**config.mk**
```make
export PLATFORM = sky130hd
export DESIGN_NAME = lwkd_queue
export DESIGN_NICKNAME = d
export VERILOG_FILES = /design/src/design/lwkd_pkg.sv /design/src/design/lwkd_queue.sv
export SDC_FILE = /design/constraint.sdc
export NUM_CORES = 1
export LEC_CHECK = 0
export ABC_AREA = 1
export BUFFER_PORTS_ARGS = -buffer_cell sky130_fd_sc_hd__buf_2
export CAP_MARGIN = 20
export CORE_ASPECT_RATIO = 1.2
export CORE_MARGIN = 4
export CORE_UTILIZATION = 53
export CTS_BUF_LIST = sky130_fd_sc_hd__clkbuf_8
export DETAILED_ROUTE_END_ITERATION = 16
export HOLD_SLACK_MARGIN = 0.15
export PLACE_DENSITY = 0.8
export SYNTH_ARGS = -nofsm -noshare
export SYNTH_HDL_FRONTEND = slang
export SYNTH_SLANG_ARGS = --single-unit
```
**constraint.sdc**
```tcl
create_clock -name clk -period 1.8 [get_ports clk]
set_input_delay 0.36 -clock clk [delete_from_list [all_inputs] [get_ports clk]]
set_output_delay 0.36 -clock clk [all_outputs]
set_load 0.05 [all_outputs]
```
**src/design/lwkd_pkg.sv**
```systemverilog
// ----------------------------------------------------------------------------
// lwkd_pkg
// Shared types and constants for the longest k-distinct byte window block.
// ----------------------------------------------------------------------------
package lwkd_pkg;

  localparam int MAX_LEN  = 4096;
  localparam int ALPHABET = 256;

  localparam int BYTE_W  = 8;
  localparam int POS_W   = $clog2(MAX_LEN + 1);
  localparam int CNT_W   = POS_W;
  localparam int K_W     = $clog2(ALPHABET + 1);
  localparam int HIST_AW = $clog2(MAX_LEN);
  localparam int SYM_AW  = $clog2(ALPHABET);

  localparam int Q_DEPTH = 2;
  localparam int Q_AW    = $clog2(Q_DEPTH);
  localparam int Q_CW    = $clog2(Q_DEPTH + 1);

  localparam int APB_AW = 3;
  localparam int APB_DW = 32;

  // register index, taken from paddr[2]
  localparam logic REG_DISTINCT_LIMIT = 1'b0;
  localparam logic REG_EXACT_MODE     = 1'b1;

  localparam logic [K_W-1:0] DISTINCT_LIMIT_RST = K_W'(1);
  localparam logic           EXACT_MODE_RST     = 1'b1;

  typedef struct packed {
    logic [BYTE_W-1:0] byte_value;
    logic              last_byte;
    logic              drop;
  } item_t;

  typedef struct packed {
    logic [K_W-1:0] distinct_limit;
    logic           exact_mode;
  } cfg_t;

endpackage

```
**src/design/lwkd_queue.sv**
```systemverilog
// ----------------------------------------------------------------------------
// lwkd_queue
// Two-entry queue between the front classifier and the back engine.
// ----------------------------------------------------------------------------
module lwkd_queue (
  input  logic            clk,
  input  logic            rst_n,
  input  logic            wr_en,
  input  lwkd_pkg::item_t wr_item,
  output logic            full,
  input  logic            rd_en,
  output lwkd_pkg::item_t rd_item,
  output logic            empty
);

  lwkd_pkg::item_t               slot_r [lwkd_pkg::Q_DEPTH];
  logic [lwkd_pkg::Q_AW-1:0]     wr_ptr_r;
  logic [lwkd_pkg::Q_AW-1:0]     rd_ptr_r;
  logic [lwkd_pkg::Q_CW-1:0]     cnt_r;
  logic [lwkd_pkg::Q_CW-1:0]     cnt_nxt;
  logic                          do_wr;
  logic                          do_rd;

  assign full    = (cnt_r == lwkd_pkg::Q_CW'(lwkd_pkg::Q_DEPTH));
  assign empty   = (cnt_r == '0);
  assign do_wr   = wr_en && !full;
  assign do_rd   = rd_en && !empty;
  assign rd_item = slot_r[rd_ptr_r];

  always_comb begin
    cnt_nxt = cnt_r;
    if (do_wr && !do_rd) begin
      cnt_nxt = cnt_r + 1'b1;
    end else if (do_rd && !do_wr) begin
      cnt_nxt = cnt_r - 1'b1;
    end
  end

  always_ff @(posedge clk) begin
    if (!rst_n) begin
      wr_ptr_r <= '0;
      rd_ptr_r <= '0;
      cnt_r    <= '0;
    end else begin
      cnt_r <= cnt_nxt;
      if (do_wr) begin
        wr_ptr_r <= wr_ptr_r + 1'b1;
      end
      if (do_rd) begin
        rd_ptr_r <= rd_ptr_r + 1'b1;
      end
    end
  end

  always_ff @(posedge clk) begin
    if (do_wr) begin
      slot_r[wr_ptr_r] <= wr_item;
    end
  end

endmodule

```
==> key figures <==
Run status
  – Status: finished clean

Critical path
  – Critical Path RT: 1.44 ns
  – Critical path endpoint category: output port
  – Kind of critical path: reg2out
  – Crit path cell chain: mux2_2 > buf_2
  – Crit path DAT: 1.30 ns
  – Slowest-stage cell, CP: dfxtp_2
  – Critical path peak fanout: 10
  – Critical Path Source Type: register
  – CP max stage delay: 0.47 ns

Die
  – Chip Height: 54.9 microns
  – Row cnt: 16
  – Die width: 47.1 microns
  – Core area: 0.00168 sq mm
  – Die area: 0.00259 sq mm
  – Top Ports: 26
  – Initial Utilization: 57.9%

Clocking
  – Post-CTS sizing: 1
  – Htree depth: 1
  – Root Buffer Master: clkbuf_8
  – # Post-CTS Setup Buffers: 0
  – Hold buffer count at cts: 0
  – CTS Sinks: 25
  – CTS tree: yes
  – Clock Path Buffers: 2
  – Clock slew at reported path FFs: 0.08 ns
  – Skew-Pair Late Insertion Delay: 0.26 ns
  – CTS Buf Count: 3

Global routing
  – Gr busiest metal: met2
  – GRT Total Usage: 14.1%
  – Routing usage on met2: 22.6%
  – Largest net degree at the start of global routing: 15
  – Initial antenna violation count: 0
  – Met1 Use GR: 16.2%
  – M3 GR Usage: 3.56%
  – Vias in the first global route: 599
  – First-pass GRT wire length: 2.45 mm
  – Total grt overflow: 0

STA
  – TNS Setup: 0 ns
  – Fin. max-slew vios: 0
  – Post-Route Skew: 0.00349 ns
  – Period utilization: 92.3%
  – Final setup viols: 0
  – Max Freq: 602 MHz
  – Period minus WS final: 1.66 ns
  – Fin. Hold Viols: 0
  – RSZ-0062 raised after global routing: no
  – Worst relative slew slack: 81.7%
  – Worst-Margin Slew: 0.275 ns

Logic synthesis
  – YS warnings: 0
  – Top_reg_cell synth: edfxtp_1
  – Post-synthesis sequential area ratio: 72.0%
  – Cell count after synthesis: 69
  – Fraction of registers with async set/reset: 0%
  – Number of distinct library cells after synthesis: 16
  – Largest area contributor in the netlist: edfxtp_1
  – Commonest cells in the netlist: 20 x edfxtp_1, 10 x mux2_2, 9 x nor2_1
  – Mean post-synth cell area: 14.1 sq um
  – Count leader, synth: edfxtp_1
  – Yosys reg bits: 25
  – Cell Area, Synth: 973 sq um
  – Syn nets: 84
  – Post-synth EDFFs: 20
  – Top post-synthesis cells by area: edfxtp_1 62%, mux2_2 12%, dfxtp_1 10%
  – Yosys top cell area share: 61.7%

Detailed routing
  – Routed wire length per instance: 13.2 microns
  – Via Count: 584
  – Initial drt markers: 9
  – DRC: 0
  – Final WL: 1.55 mm
  – Routed Antenna Nets: 0
  – Detailed-router iteration count before antenna repair: 2
  – Vias per Instance: 4.99

Cells and area
  – Share of post-route cells with drive strength above 1: 48.5%
  – Diodes inserted: 0
  – Register area: 702 sq um
  – # fillers: 114
  – Post-layout net count: 115
  – Area Overhead vs Synth: 21.1%
  – Utilization after layout: 70.1%
  – Multi-input gate area: 234 sq um

Job
  – Max-cap viol count: 0

Placement
  – # port buffers: 25
  – Hpwl dp: 1.15 mm
  – RePlAce Congestion: 0.652

Power
  – Leak Pwr: 0.489 nW
  – Worst IR Drop VDD: 0.910 mV
  – Cell Pwr Density: 1580 mW/mm^2

Hold path
  – Hold Path Class: in2reg
==> cell families (layout without fill, tap and decap cells) <==
group | count (synthesis) | count (layout) | share of synthesized area (%)
flip-flops | 25 | 25 | 72.0
AND/OR/NAND/NOR | 19 | 19 | 8.74
multiplexers | 10 | 10 | 11.6
buffers and inverters | 10 | 40 | 3.98
AO/OA/AOI/OAI | 4 | 4 | 2.44
adder cells (fa/ha/maj) | 1 | 1 | 1.29
==> power by group <==
part | internal [mW] | switching [mW] | leakage [nW]
clock network | 0.154 | 0.162 | 0.0255
logic | 0.211 | 0.518 | 0.235
registers | 0.737 | 0.0727 | 0.228
total | 1.10 | 0.754 | 0.489
==> final timing paths <==
check / start / endpoint / slack, ns / depth (start not counted)
worst max-delay path: register / rd_item[8] / 0.14 / 2
worst min-delay path: wr_item[6] / slot_r[0][6] / 0.28 / 1
worst max register to register: cnt_r[0] / cnt_r[1] / 0.38 / 9
worst min register to register: rd_ptr_r / rd_ptr_r / 0.52 / 2
==> worst max-delay path, delay by kind of cell, from the launching register on <==
kind                   cells  cell delay (ns)
multiplexers               1             0.36
buffers and inverters      1             0.21
flip-flops                 1             0.47
==> routing by layer <==
metal | up-vias | wire length, microns | part of all wire [%]
li1 | 301 | - | -
met1 | 260 | 640 | 41
met2 | 19 | 761 | 49
met3 | 4 | 111 | 7.2
met4 | 0 | 36 | 2.3
met5 | - | 0 | 0
==> sequential cells by signal, indices dropped and copies added (netlist names), named ones only <==
register  flops
rd_ptr_r      1
cnt_r         2
wr_ptr_r      1
slot_r       20
==> through the flow <==
step,cells,hold slack [ns],power (mW),worst slack [ns],instance area (sq um)
floorplan,69,0.459,1.40,0.205,973
global placement,113,0.479,1.53,0.267,1130
detailed placement,113,0.505,1.56,0.276,1130
CTS,117,0.273,1.88,0.109,1180
global route,117,0.264,1.97,0.0697,1180
finish,117,0.280,1.86,0.139,1180
==> area by class of cell <==
type,instances,area share [%]
Multi-Input combinational cell,34,19.9
Clock buffer,3,3.50
Clock inverter,1,0.425
Sequential cell,25,59.6
Inverter,9,2.87
Tap cell,18,1.91
Timing Repair Buffer,27,11.9
==> cells in the final DEF (no fill, tap or decap), types with 2 or more instances in the layout <==
master | Yosys | routed
buf_2 | 1 | 25
buf_4 | 0 | 2
clkbuf_8 | 0 | 3
dfxtp_1 | 5 | 4
edfxtp_1 | 20 | 20
inv_1 | 6 | 6
inv_2 | 3 | 3
mux2_2 | 10 | 10
nand2_1 | 6 | 6
nor2_1 | 9 | 9
o21ai_1 | 2 | 2
Note: power is estimated with default switching activity, not from simulation.
