File: src/design/lwkd_pkg.sv
// ----------------------------------------------------------------------------
// lwkd_pkg
// Shared types and constants for the longest k-distinct byte window block.
// ----------------------------------------------------------------------------
package lwkd_pkg;

  localparam int MAX_LEN  = 4096;
  localparam int ALPHABET = 256;

  localparam int BYTE_W  = 8;
  localparam int POS_W   = $clog2(MAX_LEN + 1);
  localparam int CNT_W   = POS_W;
  localparam int K_W     = $clog2(ALPHABET + 1);
  localparam int HIST_AW = $clog2(MAX_LEN);
  localparam int SYM_AW  = $clog2(ALPHABET);

  localparam int Q_DEPTH = 2;
  localparam int Q_AW    = $clog2(Q_DEPTH);
  localparam int Q_CW    = $clog2(Q_DEPTH + 1);

  localparam int APB_AW = 3;
  localparam int APB_DW = 32;

  // register index, taken from paddr[2]
  localparam logic REG_DISTINCT_LIMIT = 1'b0;
  localparam logic REG_EXACT_MODE     = 1'b1;

  localparam logic [K_W-1:0] DISTINCT_LIMIT_RST = K_W'(1);
  localparam logic           EXACT_MODE_RST     = 1'b1;

  typedef struct packed {
    logic [BYTE_W-1:0] byte_value;
    logic              last_byte;
    logic              drop;
  } item_t;

  typedef struct packed {
    logic [K_W-1:0] distinct_limit;
    logic           exact_mode;
  } cfg_t;

endpackage

File: src/design/lwkd_front.sv
// ----------------------------------------------------------------------------
// lwkd_front
// Accepts input bytes, marks bytes past the length limit, feeds the queue.
// ----------------------------------------------------------------------------
module lwkd_front (
  input  logic                        clk,
  input  logic                        rst_n,
  input  logic                        push,
  output logic                        full,
  input  logic [lwkd_pkg::BYTE_W-1:0] in_byte_value,
  input  logic                        in_last_byte,
  input  logic                        q_full,
  output logic                        q_wr,
  output lwkd_pkg::item_t             q_item
);

  logic [lwkd_pkg::POS_W-1:0] len_r;
  logic [lwkd_pkg::POS_W-1:0] len_nxt;
  logic                       at_limit;

  assign full     = q_full;
  assign q_wr     = push && !q_full;
  assign at_limit = (len_r == lwkd_pkg::POS_W'(lwkd_pkg::MAX_LEN));

  assign q_item.byte_value = in_byte_value;
  assign q_item.last_byte  = in_last_byte;
  assign q_item.drop       = at_limit;

  always_comb begin
    len_nxt = len_r;
    if (q_wr) begin
      if (in_last_byte) begin
        len_nxt = '0;
      end else if (!at_limit) begin
        len_nxt = len_r + 1'b1;
      end
    end
  end

  always_ff @(posedge clk) begin
    if (!rst_n) begin
      len_r <= '0;
    end else begin
      len_r <= len_nxt;
    end
  end

endmodule

File: config.mk
export PLATFORM = sky130hd
export DESIGN_NAME = lwkd_front
export DESIGN_NICKNAME = d
export VERILOG_FILES = /design/src/design/lwkd_pkg.sv /design/src/design/lwkd_front.sv
export SDC_FILE = /design/constraint.sdc
export NUM_CORES = 1
export LEC_CHECK = 0
export BUFFER_PORTS_ARGS = -buffer_cell sky130_fd_sc_hd__clkbuf_2
export CAP_MARGIN = 10
export CORE_MARGIN = 4
export CORE_UTILIZATION = 28
export CTS_BUF_LIST = sky130_fd_sc_hd__clkbuf_4 sky130_fd_sc_hd__clkbuf_8
export DETAILED_ROUTE_END_ITERATION = 8
export PLACE_DENSITY = 0.58
export SLEW_MARGIN = 30
export SYNTH_ARGS = -nofsm -noshare
export SYNTH_HDL_FRONTEND = slang
export SYNTH_SLANG_ARGS = --single-unit
File: constraint.sdc
create_clock -name clk -period 2.8 [get_ports clk]
set_input_delay 0 -clock clk [delete_from_list [all_inputs] [get_ports clk]]
set_output_delay 0 -clock clk [all_outputs]
set_load 0.005 [all_outputs]
==> flow_summary.yaml, run 1 <==
status:
  status: "completed"
synthesis:
  synthCells: 102
  synth_nets: 117
  ys_ff_latch: 13
  yosys_warnings: 0
  synth_area_per_cell_um2: 8.587
  yosys.area.top_type: "dfxtp_1"
  yosys.cell_types.count: 38
  synth.top_cells.by_area: "dfxtp_1 (30%), buf_4 (9.4%), a41o_1 (4.6%)"
  yosysTopAreaCellShare_pct: 29.71
  seq_area_frac_synth_pct: 29.71
  syn_area_um2: 875.8
route:
  vias_per_cell: 5.447
  first_iter_violations: 94
  dr.pass1.iters: 4
  via_count: 768
  ant_nets: 0
  finalWirelength_mm: 1.906
  wire_per_inst_um: 13.52
  route.detailed.drc: 0
grt:
  antenna_found_initial: 0
  grt_pass1_vias: 703
  grt_max_degree: 16
  grt-ovfl-total: 0
  grt_pass1_wl_mm: 3.256
  gr-usage-all-layers_pct: 10.00
clocking:
  cts_buffers: 3
  cts_hold_buffers: 0
  clk_pin_slew_ps: 90
  clock_sinks: 13
  tritoncts: "done"
  htree_levels: 1
  clk_path_buf_depth: 2
  post_cts_buffers: 0
  insertion_delay_ps: 290
  cts_root_buf: "clkbuf_4"
  cts_resized: 0
setup_path:
  end_kind: "register"
  critical_path_required_ps: 3040
  worstPathArrival_ps: 2140
  crit_fanout: 8
  crit_path_top_delay_cell: "or4b_4"
  path_cells: "inv_1, ha_1, or4b_4, nor4_4, o31a_1, o21a_1"
  crit_path_start_kind: "register"
  path_class: "reg -> reg"
  cpPeakStageDelay_ps: 490
sta:
  final.period_utilization_pct: 67.91
  final_hold_viol_count: 0
  tightestPinTransition_ps: 601.1
  skew_ps: 2.873
  hold_ws_ps: 0.001762
  post-route-min-period_ps: 1901
  slew_violations: 0
  relSlewSlack_pct: 59.84
  fmax_mhz: 525.9
  setup_viol: 0
  rsz0062_at_grt: "no"
  finalSetupTns_ps: 0
final_layout:
  largest_reg_flops: 13
  layout_commonest_cell: "dfxtp_1"
  final_cell_mix: "dfxtp_1 (13), clkbuf_2 (8), a21oi_1 (6), o21ai_0 (6), nand2_1 (6)"
  fin_nets: 113
  largestRegisters: "len_r x13"
  antennaDiodeCount: 0
  area_delta_synth_final_pct: 2.143
  drive_gt1_share_pct: 17.53
  nFillCells: 322
  top_register: "len_r"
placed_design:
  dp_hpwl_mm: 1.264
  globalplace.congestion: 0.7585
  port_buffers: 8
job:
  cap_violations: 0
power:
  swShare_pct: 25.55
  finalPower_uw: 351.1
  power_leakage_nw: 0.3585
  power_frac_clock_pct: 38.6
  power_switching_uw: 89.69
  vdd_ir_drop_max_mv: 0.09060
  share_seq_of_total_power_pct: 53.1
  p_int_uw: 261.4
  power.density_nw_per_um2: 392.5
  p_comb_share_pct: 8.4
die:
  core_um2: 3028
  core.rowCount: 20
  die_w_um: 63.93
  ioPinCount: 25
  dieArea_um2: 4087
  die_h_um: 63.93
  floorplan.initialDensity_pct: 28.93
worst_hold_path:
  hold_path_class: "in -> out"
[logic make-up after synthesis]
family                     count (synthesis)  share of synthesized area (%)
AOI/OAI and AO/OA                         35                          28.72
adders and majority gates                  2                          2.857
buffers and inverters                     20                          13.43
and+or+nand+nor                           32                          25.29
DFF                                       13                          29.71
[power groups by stage]
| stage | combinational, mW | sequential, mW | clock, mW |
|---|---|---|---|
| 3_3_place_gp | 0.0287 | 0.191 | 0 |
| 4_1_cts | 0.0293 | 0.186 | 0.136 |
| 6_report | 0.0294 | 0.186 | 0.135 |
| 2_1_floorplan | 0.0297 | 0.191 | 0 |
| 5_1_grt | 0.0325 | 0.187 | 0.150 |
| 3_5_place_dp | 0.0293 | 0.191 | 0 |
[synthesized netlist by cell type]
master    number
nor4_4         1
and3_1         3
nand2_1        6
dfxtp_1       13
nor3_1         4
clkbuf_1       5
and4_1         1
nand3_1        1
a21boi_1       2
a21boi_0       2
a41o_1         4
or4b_1         1
nor3b_1        1
o211a_1        1
o311ai_0       2
nand2b_1       1
or4_1          2
and2_1         1
a21oi_1        6
a41oi_1        2
o211ai_1       1
o31ai_1        1
and4_2         1
inv_1          3
o31a_2         1
o21ai_0        6
and2_2         1
a31oi_1        3
or4b_4         1
nand4b_1       3
nand4_1        1
o31a_1         2
o21a_1         2
nor4b_1        1
nor2_1         2
buf_4         11
ha_1           2
buf_2          1
[worst paths after layout]
kind,startpoint,end,slack [ps],cells after the start
max,len_r[0]$_SDFFE_PN0P_,len_r[10]$_SDFFE_PN0P_,900,6
min,in_byte_value[0],q_item[2],0.002,0
max reg2reg,len_r[0]$_SDFFE_PN0P_,len_r[10]$_SDFFE_PN0P_,900,6
min reg2reg,len_r[9]$_SDFFE_PN0P_,len_r[9]$_SDFFE_PN0P_,510,1
[worst max-delay path: cells and delay by family (launching register included)]
kind | cells | cell delay [ps]
AO/OA/AOI/OAI | 2 | 320
adder cells (fa/ha/maj) | 1 | 130
AND/OR/NAND/NOR | 2 | 980
flip-flops | 1 | 350
buffers and inverters | 1 | 80
[final cells by class]
cell class | instances | area (um^2) | area share (%)
clock buffers | 4 | 30.03 | 3.357
inverters | 3 | 11.26 | 1.259
flip-flops and latches | 13 | 260.3 | 29.09
multi-input cells | 69 | 498.0 | 55.66
well taps | 44 | 55.05 | 6.154
repair buffers | 8 | 40.04 | 4.476
[routing by layer]
layer	vias up	track usage [%]	part of all wire [%]
met2	21	15.23	43
met5	-	0	0
met4	0	7.278	3.2
met1	365	12.75	50
met3	5	1.406	4.0
li1	377	-	-
[metrics by stage]
stage               worst slack [ps]  util (%)  cell area [um^2]  cells
finish                         898.5     29.55             894.6    141
CTS                            913.5     29.55             894.6    141
detailed placement             930.8     28.55             864.6    137
global route                   754.3     29.55             894.6    141
floorplan                       1086         -             875.8    102
global placement               955.4     28.55             864.6    137
No activity file was read; power rests on OpenSTA's default activity.
==> inputs of run 2 (changes only) <==
--- a/config.mk
+++ b/config.mk
@@ -5,13 +5,14 @@
 export SDC_FILE = /design/constraint.sdc
 export NUM_CORES = 1
 export LEC_CHECK = 0
+export ABC_AREA = 1
 export BUFFER_PORTS_ARGS = -buffer_cell sky130_fd_sc_hd__clkbuf_2
 export CAP_MARGIN = 10
 export CORE_MARGIN = 4
 export CORE_UTILIZATION = 28
 export CTS_BUF_LIST = sky130_fd_sc_hd__clkbuf_4 sky130_fd_sc_hd__clkbuf_8
 export DETAILED_ROUTE_END_ITERATION = 8
-export PLACE_DENSITY = 0.58
+export PLACE_DENSITY = 0.57
 export SLEW_MARGIN = 30
 export SYNTH_ARGS = -nofsm -noshare
 export SYNTH_HDL_FRONTEND = slang
==> constraint.sdc (replaced) <==
create_clock -name clk -period 1.85 [get_ports clk]
set_input_delay 0 -clock clk [delete_from_list [all_inputs] [get_ports clk]]
set_output_delay 0 -clock clk [all_outputs]
set_load 0.005 [all_outputs]
==> flow_summary.yaml, run 2 <==
setup_path:
  r2r_cells: 8
  worstReg2RegStart: "len_r[0]$_SDFFE_PN0P_"
  rrSetupSlack_ps: 280
  path_cells: "inv_1, ha_1, nand2_2, nor2_4, nand3_4, nand2_4, nand2_1, o22ai_1"
  cp-startpoint: "len_r[0]$_SDFFE_PN0P_"
  critical_path_required_ps: 2050
  crit_family: "simple AND/OR/NAND/NOR gates"
  crit_path_top_delay_cell: "dfxtp_1"
  timing.rr.end: "len_r[1]$_SDFFE_PN0P_"
  path_buf_inv: 1
  path_class: "reg -> reg"
  crit_path_start_kind: "register"
  cpPeakStageDelay_ps: 340
  crit_fanout: 12
  end_kind: "register"
  worstPathArrival_ps: 1770
power:
  vdd_ir_drop_max_mv: 0.1384
  power_leakage_nw: 0.4559
  finalPower_uw: 532.0
  power.density_nw_per_um2: 511.1
sta:
  setup_slack_ps: 282.9
  finalSetupTns_ps: 0
  skew_ps: 3.019
  final.period_utilization_pct: 84.71
  slew_violations: 0
  post-route-min-period_ps: 1567
  hold_ws_ps: 0.001969
  rsz0062_at_grt: "no"
  setup_viol: 0
  tightestPinTransition_ps: 337.4
  final_hold_viol_count: 0
  fmax_mhz: 638.1
  relSlewSlack_pct: 77.37
grt:
  gr-usage-all-layers_pct: 11.82
  antenna_found_initial: 0
  grt_pass1_wl_mm: 4.133
  grt_pass1_vias: 880
  grt-ovfl-total: 0
  grt_max_degree: 13
placed_design:
  post-place-ws_ps: 295.8
  place_area_um2: 1001
  globalplace.congestion: 0.8542
  dp_hpwl_mm: 1.732
  dp.cells: 205
  port_buffers: 8
synthesis:
  yosysTopAreaCellShare_pct: 26.07
  synthTopCellsByCount: "nand2_1 (52), inv_1 (19), nand3_1 (17), nor2_1 (17), dfxtp_1 (13)"
  synthCells: 163
  yosys.area.top_type: "dfxtp_1"
  seq_area_frac_synth_pct: 26.07
  synth_nets: 178
  ys_ff_latch: 13
  yosys_warnings: 0
  synth_ff_type: "dfxtp_1"
  synth.top_cells.by_area: "dfxtp_1 (26%), nand2_1 (20%), nand3_1 (8.5%)"
  synth_area_per_cell_um2: 6.126
  yosys.cell_types.count: 20
  async_reset_ff_share_pct: 0
  yosysMostFrequentCell: "nand2_1"
  syn_area_um2: 998.5
  synth-edff-count: 0
worst_hold_path:
  hold_path_end: "q_item[4]"
  hold_path_class: "in -> out"
  worstHoldPathCells: 0
  hp-start: "in_byte_value[2]"
route:
  dr.pass1.iters: 4
  route.detailed.drc: 0
  vias_per_cell: 4.414
  finalWirelength_mm: 2.332
  via_count: 927
  first_iter_violations: 55
  wire_per_inst_um: 11.10
  ant_nets: 0
clocking:
  clk_pin_slew_ps: 90
  clk_path_buf_depth: 2
  htree_levels: 1
  post_cts_buffers: 0
  cts_root_buf: "clkbuf_4"
  tritoncts: "done"
  cts_buffers: 3
  clock_sinks: 13
  insertion_delay_ps: 280
final_layout:
  post-route-cell-area_um2: 1041
  largestRegisters: "len_r x13"
  fin_cells: 210
  layout_commonest_cell: "nand2_1"
  nFillCells: 377
  drive_gt1_share_pct: 12.20
  top_register: "len_r"
  ff_latch_area_um2: 260.3
  final_cell_mix: "nand2_1 (52), inv_1 (19), nor2_1 (17), nand3_1 (17), dfxtp_1 (13)"
  multi_input_area_um2: 560.5
  antennaDiodeCount: 0
  utilization_pct: 30.71
  largest_reg_flops: 13
  area_delta_synth_final_pct: 4.261
  fin_nets: 180
status:
  status: "completed"
die:
  dieArea_um2: 4585
  die_w_um: 67.72
  die_h_um: 67.72
  ioPinCount: 25
  core_um2: 3390
  core.rowCount: 21
  floorplan.initialDensity_pct: 29.46
job:
  cap_violations: 0
run 2: cell type report:
| type | instances | area share (%) |
|---|---|---|
| inverter | 20 | 7.212 |
| timing repair buffer | 10 | 5.529 |
| clock buffer | 4 | 2.885 |
| multi-input combinational | 117 | 53.85 |
| tap | 46 | 5.529 |
| sequential | 13 | 25.00 |
run 2: cells by family (layout without fill, tap and decap cells):
| group | Yosys count | in the layout | share of synthesized area, % |
|---|---|---|---|
| AO/OA/AOI/OAI | 11 | 11 | 5.890 |
| buffers and inverters | 33 | 34 | 17.79 |
| adder cells (fa/ha/maj) | 2 | 2 | 2.506 |
| AND/OR/NAND/NOR | 104 | 104 | 47.74 |
| flip-flops | 13 | 13 | 26.07 |
run 2: worst max-delay path by stage:
stage | cells after the start | end | slack (ps)
6_report | 8 | len_r[1]$_SDFFE_PN0P_ | 280
5_1_grt | 8 | len_r[1]$_SDFFE_PN0P_ | 140
4_1_cts | 8 | len_r[1]$_SDFFE_PN0P_ | 280
3_5_place_dp | 8 | len_r[1]$_SDFFE_PN0P_ | 300
3_3_place_gp | 8 | len_r[1]$_SDFFE_PN0P_ | 320
2_1_floorplan | 9 | len_r[11]$_SDFFE_PN0P_ | 560
run 2: layer usage:
layer	global-route usage [%]	wire length (um)
met3	2.163	94
met1	17.37	1218
met2	16.77	995
met4	4.557	24
met5	0	0
run 2: timing repair:
action / CTS / global route
hold buffers: 1 / 0
hold endpoints to repair: 1 / 0
gates resized for setup: 0 / 0
run 2: report_power, final:
part / switching, mW / internal, mW
Clock: 0.103 / 0.0983
Combinational: 0.0319 / 0.0168
Sequential: 0.00116 / 0.281
